<file path="config.mk">
export PLATFORM = sky130hd
export DESIGN_NAME = q4_28_to_decimal_ascii
export DESIGN_NICKNAME = d
export VERILOG_FILES = /design/src/rtl/core/q4dec_pkg.sv /design/src/rtl/core/q4_28_to_decimal_ascii.sv /design/src/rtl/core/q4dec_front.sv /design/src/rtl/core/q4dec_fifo.sv /design/src/rtl/core/q4dec_back.sv
export SDC_FILE = /design/constraint.sdc
export NUM_CORES = 1
export LEC_CHECK = 0
export ABC_AREA = 1
export BUFFER_PORTS_ARGS = -buffer_cell sky130_fd_sc_hd__buf_4
export CORE_MARGIN = 2
export CORE_UTILIZATION = 50
export CTS_CLUSTER_DIAMETER = 60
export DETAILED_ROUTE_END_ITERATION = 7
export PLACE_DENSITY = 0.68
export SYNTH_ARGS = -nofsm -noshare
export SYNTH_HDL_FRONTEND = slang
export SYNTH_SLANG_ARGS = --single-unit
</file>
<file path="constraint.sdc">
create_clock -name clk_i -period 3.2 [get_ports clk_i]
set_clock_uncertainty 0.05 [all_clocks]
set_input_delay 0.48 -clock clk_i [delete_from_list [all_inputs] [get_ports clk_i]]
set_output_delay 0.48 -clock clk_i [all_outputs]
set_load 0.1 [all_outputs]
</file>
<file path="src/rtl/core/q4dec_pkg.sv">
// shared types and constants for the q4.28 decimal text converter
`default_nettype none

package q4dec_pkg;

  localparam int unsigned FRACTION_DIGITS_DEF = 8;

  localparam int unsigned WORD_W   = 32;
  localparam int unsigned CHAR_W   = 7;
  localparam int unsigned INT_W    = 4;
  localparam int unsigned FRAC_W   = 27;
  // fraction times ten: 27 bits plus four carry bits
  localparam int unsigned PROD_W   = FRAC_W + 4;

  localparam logic [CHAR_W-1:0] CHAR_MINUS = 7'h2D;
  localparam logic [CHAR_W-1:0] CHAR_DOT   = 7'h2E;
  localparam logic [CHAR_W-1:0] CHAR_ZERO  = 7'h30;
  localparam logic [CHAR_W-1:0] CHAR_NINE  = 7'h39;

  // one classified word, as queued between front and back
  typedef struct packed {
    logic              neg;
    logic [INT_W-1:0]  int_digit;
    logic [FRAC_W-1:0] frac;
  } q4dec_entry_t;

  typedef struct packed {
    logic full;
    logic empty;
  } q4dec_fifo_stat_t;

  typedef enum logic [3:0] {
    ST_IDLE = 4'b0001,
    ST_INT  = 4'b0010,
    ST_DOT  = 4'b0100,
    ST_FRAC = 4'b1000
  } q4dec_state_e;

  function automatic logic [CHAR_W-1:0] digit_char(input logic [INT_W-1:0] d);
    digit_char = CHAR_ZERO + {{(CHAR_W-INT_W){1'b0}}, d};
  endfunction

endpackage

`default_nettype wire

</file>
<file path="src/rtl/core/q4_28_to_decimal_ascii.sv">
// top level of the q4.28 to decimal ascii converter
`default_nettype none

// Converts each signed Q4.28 word into its decimal text, one ASCII character
// per output transaction: an optional '-', one integer digit, '.', then
// FRACTION_DIGITS truncated fraction digits, the last flagged by last_char_o.
// A word yields 2 + FRACTION_DIGITS characters, one more when negative (10 or
// 11 with the default), one per cycle from the back end's output register
// while out_stall_i is low; consecutive words follow with no gap. The front end
// classifies a word in the cycle it arrives and parks it in a two-entry queue,
// so input keeps flowing while the back end is busy or stalled, until it fills.
module q4_28_to_decimal_ascii #(
  parameter int unsigned FRACTION_DIGITS = q4dec_pkg::FRACTION_DIGITS_DEF
) (
  input  logic        clk_i,
  input  logic        rst_ni,
  input  logic [31:0] fixed_word_i,
  input  logic        in_valid_i,
  output logic        in_stall_o,
  output logic [6:0]  char_code_o,
  output logic        last_char_o,
  output logic        out_valid_o,
  input  logic        out_stall_i
);
  import q4dec_pkg::*;

  q4dec_fifo_stat_t fifo_stat;
  q4dec_entry_t     push_entry;
  q4dec_entry_t     pop_entry;
  logic             push;
  logic             pop;

  q4dec_front u_front (
    .fixed_word_i (fixed_word_i),
    .in_valid_i   (in_valid_i),
    .in_stall_o   (in_stall_o),
    .fifo_stat_i  (fifo_stat),
    .push_o       (push),
    .push_entry_o (push_entry)
  );

  q4dec_fifo u_fifo (
    .clk_i        (clk_i),
    .rst_ni       (rst_ni),
    .push_i       (push),
    .push_entry_i (push_entry),
    .pop_i        (pop),
    .pop_entry_o  (pop_entry),
    .stat_o       (fifo_stat)
  );

  q4dec_back #(
    .FRACTION_DIGITS (FRACTION_DIGITS)
  ) u_back (
    .clk_i       (clk_i),
    .rst_ni      (rst_ni),
    .fifo_stat_i (fifo_stat),
    .pop_entry_i (pop_entry),
    .pop_o       (pop),
    .char_code_o (char_code_o),
    .last_char_o (last_char_o),
    .out_valid_o (out_valid_o),
    .out_stall_i (out_stall_i)
  );

endmodule

`default_nettype wire

</file>
<file path="src/rtl/core/q4dec_front.sv">
// front end: takes in words, splits sign, integer digit and fraction
`default_nettype none

module q4dec_front (
  input  logic [31:0]             fixed_word_i,
  input  logic                    in_valid_i,
  output logic                    in_stall_o,
  input  q4dec_pkg::q4dec_fifo_stat_t fifo_stat_i,
  output logic                    push_o,
  output q4dec_pkg::q4dec_entry_t push_entry_o
);
  import q4dec_pkg::*;

  logic [WORD_W-1:0] mag;

  // most negative word negates to itself and reads as eight
  assign mag = fixed_word_i[WORD_W-1] ? (~fixed_word_i + 32'd1) : fixed_word_i;

  assign push_entry_o.neg       = fixed_word_i[WORD_W-1];
  assign push_entry_o.int_digit = mag[WORD_W-1 -: INT_W];
  assign push_entry_o.frac      = mag[FRAC_W:1];

  assign in_stall_o = fifo_stat_i.full;
  assign push_o     = in_valid_i && !fifo_stat_i.full;

endmodule

`default_nettype wire

</file>
<file path="src/rtl/core/q4dec_fifo.sv">
// two-entry queue between front and back
`default_nettype none

module q4dec_fifo (
  input  logic                    clk_i,
  input  logic                    rst_ni,
  input  logic                    push_i,
  input  q4dec_pkg::q4dec_entry_t push_entry_i,
  input  logic                    pop_i,
  output q4dec_pkg::q4dec_entry_t pop_entry_o,
  output q4dec_pkg::q4dec_fifo_stat_t stat_o
);
  import q4dec_pkg::*;

  q4dec_entry_t mem_q [2];
  logic         wr_ptr_q, wr_ptr_d;
  logic         rd_ptr_q, rd_ptr_d;
  logic [1:0]   count_q, count_d;

  always_comb begin
    wr_ptr_d = wr_ptr_q;
    rd_ptr_d = rd_ptr_q;
    count_d  = count_q;
    if (push_i) begin
      wr_ptr_d = ~wr_ptr_q;
    end
    if (pop_i) begin
      rd_ptr_d = ~rd_ptr_q;
    end
    case ({push_i, pop_i})
      2'b10:   count_d = count_q + 2'd1;
      2'b01:   count_d = count_q - 2'd1;
      default: count_d = count_q;
    endcase
  end

  always_ff @(posedge clk_i or negedge rst_ni) begin
    if (!rst_ni) begin
      wr_ptr_q <= 1'b0;
      rd_ptr_q <= 1'b0;
      count_q  <= 2'd0;
    end else begin
      wr_ptr_q <= wr_ptr_d;
      rd_ptr_q <= rd_ptr_d;
      count_q  <= count_d;
    end
  end

  always_ff @(posedge clk_i) begin
    if (push_i) begin
      mem_q[wr_ptr_q] <= push_entry_i;
    end
  end

  assign pop_entry_o  = mem_q[rd_ptr_q];
  assign stat_o.full  = count_q[1];
  assign stat_o.empty = (count_q == 2'd0);

endmodule

`default_nettype wire

</file>
<file path="src/rtl/core/q4dec_back.sv">
// back end: serialises one queued word into characters
`default_nettype none

module q4dec_back #(
  parameter int unsigned FRACTION_DIGITS = q4dec_pkg::FRACTION_DIGITS_DEF
) (
  input  logic                    clk_i,
  input  logic                    rst_ni,
  input  q4dec_pkg::q4dec_fifo_stat_t fifo_stat_i,
  input  q4dec_pkg::q4dec_entry_t pop_entry_i,
  output logic                    pop_o,
  output logic [6:0]              char_code_o,
  output logic                    last_char_o,
  output logic                    out_valid_o,
  input  logic                    out_stall_i
);
  import q4dec_pkg::*;

  localparam int unsigned CntW = $clog2(FRACTION_DIGITS + 1);
  localparam logic [CntW-1:0] CntLast = CntW'(FRACTION_DIGITS - 1);

  q4dec_state_e      state_q, state_d;
  logic [CntW-1:0]   cnt_q, cnt_d;
  logic [INT_W-1:0]  int_q, int_d;
  logic [FRAC_W-1:0] frac_q, frac_d;
  logic              out_valid_q, out_valid_d;
  logic [CHAR_W-1:0] char_q, char_d;
  logic              last_q, last_d;
  logic              adv;
  logic [PROD_W-1:0] prod;

  // output slot is free or being taken this cycle
  assign adv  = !out_valid_q || !out_stall_i;
  // times ten as shift and add
  assign prod = {1'b0, frac_q, 3'b000} + {3'b000, frac_q, 1'b0};

  always_comb begin
    state_d     = state_q;
    cnt_d       = cnt_q;
    int_d       = int_q;
    frac_d      = frac_q;
    out_valid_d = out_valid_q;
    char_d      = char_q;
    last_d      = last_q;
    pop_o       = 1'b0;
    if (adv) begin
      out_valid_d = 1'b0;
      last_d      = 1'b0;
      unique case (state_q)
        ST_IDLE: begin
          if (!fifo_stat_i.empty) begin
            pop_o       = 1'b1;
            out_valid_d = 1'b1;
            int_d       = pop_entry_i.int_digit;
            frac_d      = pop_entry_i.frac;
            if (pop_entry_i.neg) begin
              char_d  = CHAR_MINUS;
              state_d = ST_INT;
            end else begin
              char_d  = digit_char(pop_entry_i.int_digit);
              state_d = ST_DOT;
            end
          end
        end
        ST_INT: begin
          out_valid_d = 1'b1;
          char_d      = digit_char(int_q);
          state_d     = ST_DOT;
        end
        ST_DOT: begin
          out_valid_d = 1'b1;
          char_d      = CHAR_DOT;
          cnt_d       = '0;
          state_d     = ST_FRAC;
        end
        ST_FRAC: begin
          out_valid_d = 1'b1;
          char_d      = digit_char(prod[PROD_W-1 -: INT_W]);
          frac_d      = prod[FRAC_W-1:0];
          if (cnt_q == CntLast) begin
            last_d  = 1'b1;
            state_d = ST_IDLE;
          end else begin
            cnt_d = cnt_q + 1'b1;
          end
        end
        default: state_d = ST_IDLE;
      endcase
    end
  end

  always_ff @(posedge clk_i or negedge rst_ni) begin
    if (!rst_ni) begin
      state_q     <= ST_IDLE;
      out_valid_q <= 1'b0;
      cnt_q       <= '0;
    end else begin
      state_q     <= state_d;
      out_valid_q <= out_valid_d;
      cnt_q       <= cnt_d;
    end
  end

  always_ff @(posedge clk_i) begin
    int_q  <= int_d;
    frac_q <= frac_d;
    char_q <= char_d;
    last_q <= last_d;
  end

  assign out_valid_o = out_valid_q;
  assign char_code_o = char_q;
  assign last_char_o = last_q;

endmodule

`default_nettype wire

</file>
==> results.md <==
- Status: finished clean
- Maxcap violations: 0
- Clock Tree Buf Depth: 2
- Power Dens Cells: 1110 nW/um^2
- Launching point of the worst reg2reg path: u_back.frac_q[2]
- TritonCTS clock tree: built
- Worst hold stages: 2
- Max-slew violations: 0
- Wire length on met3: 724 um
- Setup violators final: 0
- Ant diodes: 0
- Max VDD drop: 0.463 mV
- PortBufs: 43
- Htree depth: 4
- Total GRT Usage: 22.1%
- Hold WC Path Type: input pin to register
- Relative slew slack: 65.0%
- Reg2Reg Depth: 15
- Sink Count: 114
- Worst Hold Path EP: u_fifo.mem_q[0][30]
- Worst path max stage delay: 0.39 ns
- Main synth FF type: edfxtp_1
- Critical Path RT: 3.31 ns
- Num rows: 43
- Worst skew pair latency: 0.41 ns
- Mean Syn Cell Area: 8.12 um^2
- Fillers: 1,222
- Post-DRT Antenna Nets: 0
- Die ar.: 15,200 um^2
- Root buffer cell: clkbuf_16
- Critical Path Most Common Cell: nand2_1
- Crit-path cells: ha_1, inv_1, fa_1, inv_1, nand3_1, nand3_1, nand2_1, nand2_1, nand2_1, nor2_1, nor2_1, nand2_1, nand2_1, nand2_1, nand2_1
- Vias per cell: 5.14
- Final Cycle Share: 75.0%
- Final Instance Area: 8230 um^2
- Asr flop ratio synth: 11.4%
- Layout cells sized above 1: 12.4%
- FF-to-FF End: u_back.frac_q[19]
- Fin. Hold Viols: 0
- Initial Utilization: 51.1%
- Die Y: 123 um
- Static leakage: 3.71 nW
- Placed Area: 7620 um^2
- FF/Latch Area: 3360 um^2
- Reg2reg setup slack: 0.80 ns
- Die W: 123 um
- Initial antenna violation count: 0
- Distinct cells, synth: 42
- Post-Syn Instances: 874
- GPL Wtd Cong: 0.924
- Uppermost routed layer: met4
- DR pass1 iterations: 6
- RSZ-0062 raised after global routing: false
- Post-synth EDFFs: 101
- Routed vias: 5,741
- DR iter-0 viols: 324
- Power consumption: 9.12 mW
- DRT met1 WL: 7530 um
- Seq cells post-synth: 114
- CTS-repair resized insts: 0
- Wire per inst: 13.8 um
- Post-Syn Nets: 939
- Clk slew on worst S/H paths: 0.06 ns
- Sequential share of the synthesized area: 47.3%
- CTS buffer count: 17
- Crit start category: register
- DRC: 0
- F_max: 417 MHz
- Global-route wire length before repair: 25,900 um
- Nets@finish: 990
- Largest net degree at the start of global routing: 40
- DP HPWL: 11,500 um
- Synthesis-to-finish area growth: 15.9%
- Vias in the first global route: 5,529
- Worst path slowest cell: fa_1
- Tmin final: 2.40 ns
- Detailed Route WL: 15,400 um
- Worst slew pin tran: 0.526 ns
- Worst setup margin: 0.801 ns
- Hold Startpoint: fixed_word_i[30]
- Core ar.: 13,900 um^2
- Total number of yosys warnings: 0
- Setup TNS: 0 ns
- GRT overflow: 0
- Pre-CTS setup slack: 0.827 ns
- Top Ports: 46
- Critical Path End Type: register
- Footprint of the multi-input gates: 3260 um^2
- Met2 WL: 6940 um
- Critical path peak fanout: 3
- Crit Path Class: register to register
- Critical Path AT: 2.51 ns
- Synthesized area: 7100 um^2
==> power breakdown <==
| group | internal (mW) | switching [mW] | leakage [nW] |
|---|---|---|---|
| clock | 1.17 | 0.725 | 0.284 |
| combinational | 1.47 | 3.20 | 2.32 |
| sequential | 2.29 | 0.263 | 1.10 |
==> cell type report <==
| type | instances | area share, % |
|---|---|---|
| Tap cell | 180 | 2.74 |
| Timing Repair Buffer | 50 | 4.59 |
| Sequential cell | 114 | 40.8 |
| Clock buffer | 17 | 5.17 |
| Clock inverter | 15 | 2.10 |
| Multi-Input combinational cell | 635 | 39.7 |
| Inverter | 107 | 4.88 |
==> synthesized netlist by cell type (4+ instances only) <==
| library cell | instances | area share (%) |
|---|---|---|
| nand3_1 | 51 | 3.6 |
| or2_2 | 7 | 0.62 |
| a21oi_1 | 36 | 2.5 |
| xnor2_1 | 7 | 0.86 |
| inv_2 | 7 | 0.37 |
| nor3_1 | 9 | 0.63 |
| o21ai_0 | 32 | 2.3 |
| nand2_1 | 275 | 15 |
| o211ai_1 | 6 | 0.63 |
| a31oi_1 | 5 | 0.44 |
| o21ai_1 | 10 | 0.71 |
| o21bai_1 | 4 | 0.42 |
| xor2_1 | 32 | 3.9 |
| dfrtp_1 | 12 | 4.2 |
| inv_1 | 99 | 5.2 |
| edfxtp_1 | 101 | 43 |
| nor2_2 | 8 | 0.71 |
| clkbuf_1 | 10 | 0.53 |
| nand3b_1 | 5 | 0.53 |
| nand4_1 | 10 | 0.88 |
| nor2_1 | 87 | 4.6 |
| ha_1 | 28 | 4.9 |
==> logic make-up (layout without fill, tap and decap cells) <==
| group | Yosys count | after routing | synth area share, % |
|---|---|---|---|
| flops | 114 | 114 | 47.3 |
| other cells | 2 | 2 | 0.106 |
| fa+ha+maj | 29 | 29 | 5.22 |
| xor+xnor | 39 | 39 | 4.81 |
| compound gates | 101 | 101 | 8.09 |
| buf+inv | 125 | 189 | 6.77 |
| simple gates | 464 | 464 | 27.6 |
==> cells in the final DEF, fill, tap and decap left out, types with 5 or more instances in the layout <==
cell / instances
or2_2: 7
nor2_1: 85
edfxtp_1: 101
xor2_1: 32
xnor2_1: 7
inv_6: 6
o21ai_1: 10
clkbuf_16: 17
inv_2: 7
nor2_2: 10
nand3b_1: 5
ha_1: 28
nor3_1: 9
nand2_1: 275
o211ai_1: 6
a31oi_1: 5
buf_4: 49
nand3_1: 51
a21oi_1: 35
dfrtp_1: 12
inv_1: 99
nand4_1: 10
o21ai_0: 32
==> registers in the layout, indices dropped and copies added (netlist names) <==
register and flops:
u_back.last_char_o 1, u_back.cnt_q 4, u_fifo.rd_ptr_q 1, u_fifo.mem_q 64, u_fifo.wr_ptr_q 1, u_back.state_q 4
u_back.int_q 4, u_back.char_code_o 5, u_fifo.count_q 2, u_back.frac_q 27, u_back.out_valid_o 1
==> timing repair <==
action,CTS,global route
endpoints found under the hold margin,12,0
setup buffers,0,0
hold buffers,1,0
==> how the worst max path moves through the flow <==
stage	depth (start not counted)	endpoint	start
after CTS	15	u_back.frac_q[23]	u_back.frac_q[0]
after global placement	15	u_back.frac_q[23]	u_back.frac_q[2]
after detailed placement	15	u_back.frac_q[23]	u_back.frac_q[0]
final	15	u_back.frac_q[19]	u_back.frac_q[2]
after global routing	15	u_back.frac_q[19]	u_back.frac_q[2]
after floorplan	3	u_back.frac_q[0]	u_back.out_valid_o
==> layer usage <==
metal | vias to the layer above | GRT usage, %
met5 | - | 0
met4 | 0 | 7.67
li1 | 2988 | -
met1 | 2586 | 30.6
met2 | 146 | 35.0
met3 | 21 | 3.92
==> critical path, delay by kind of cell, from the launching register on <==
kind | cells | cell delay (ns)
buffers and inverters | 2 | 0.18
flip-flops | 1 | 0.37
AND/OR/NAND/NOR | 11 | 0.93
adder cells (fa/ha/maj) | 2 | 0.61
==> through the flow <==
step           utilization, %  hold slack [ns]  std cells
2_1_floorplan               -            0.134        874
5_1_grt                  59.3            0.338       1118
4_1_cts                  59.3            0.317       1118
3_5_place_dp             54.9            0.288       1085
3_3_place_gp             54.9            0.287       1085
6_report                 59.3            0.329       1118
Power figures use the tool's default switching activity.
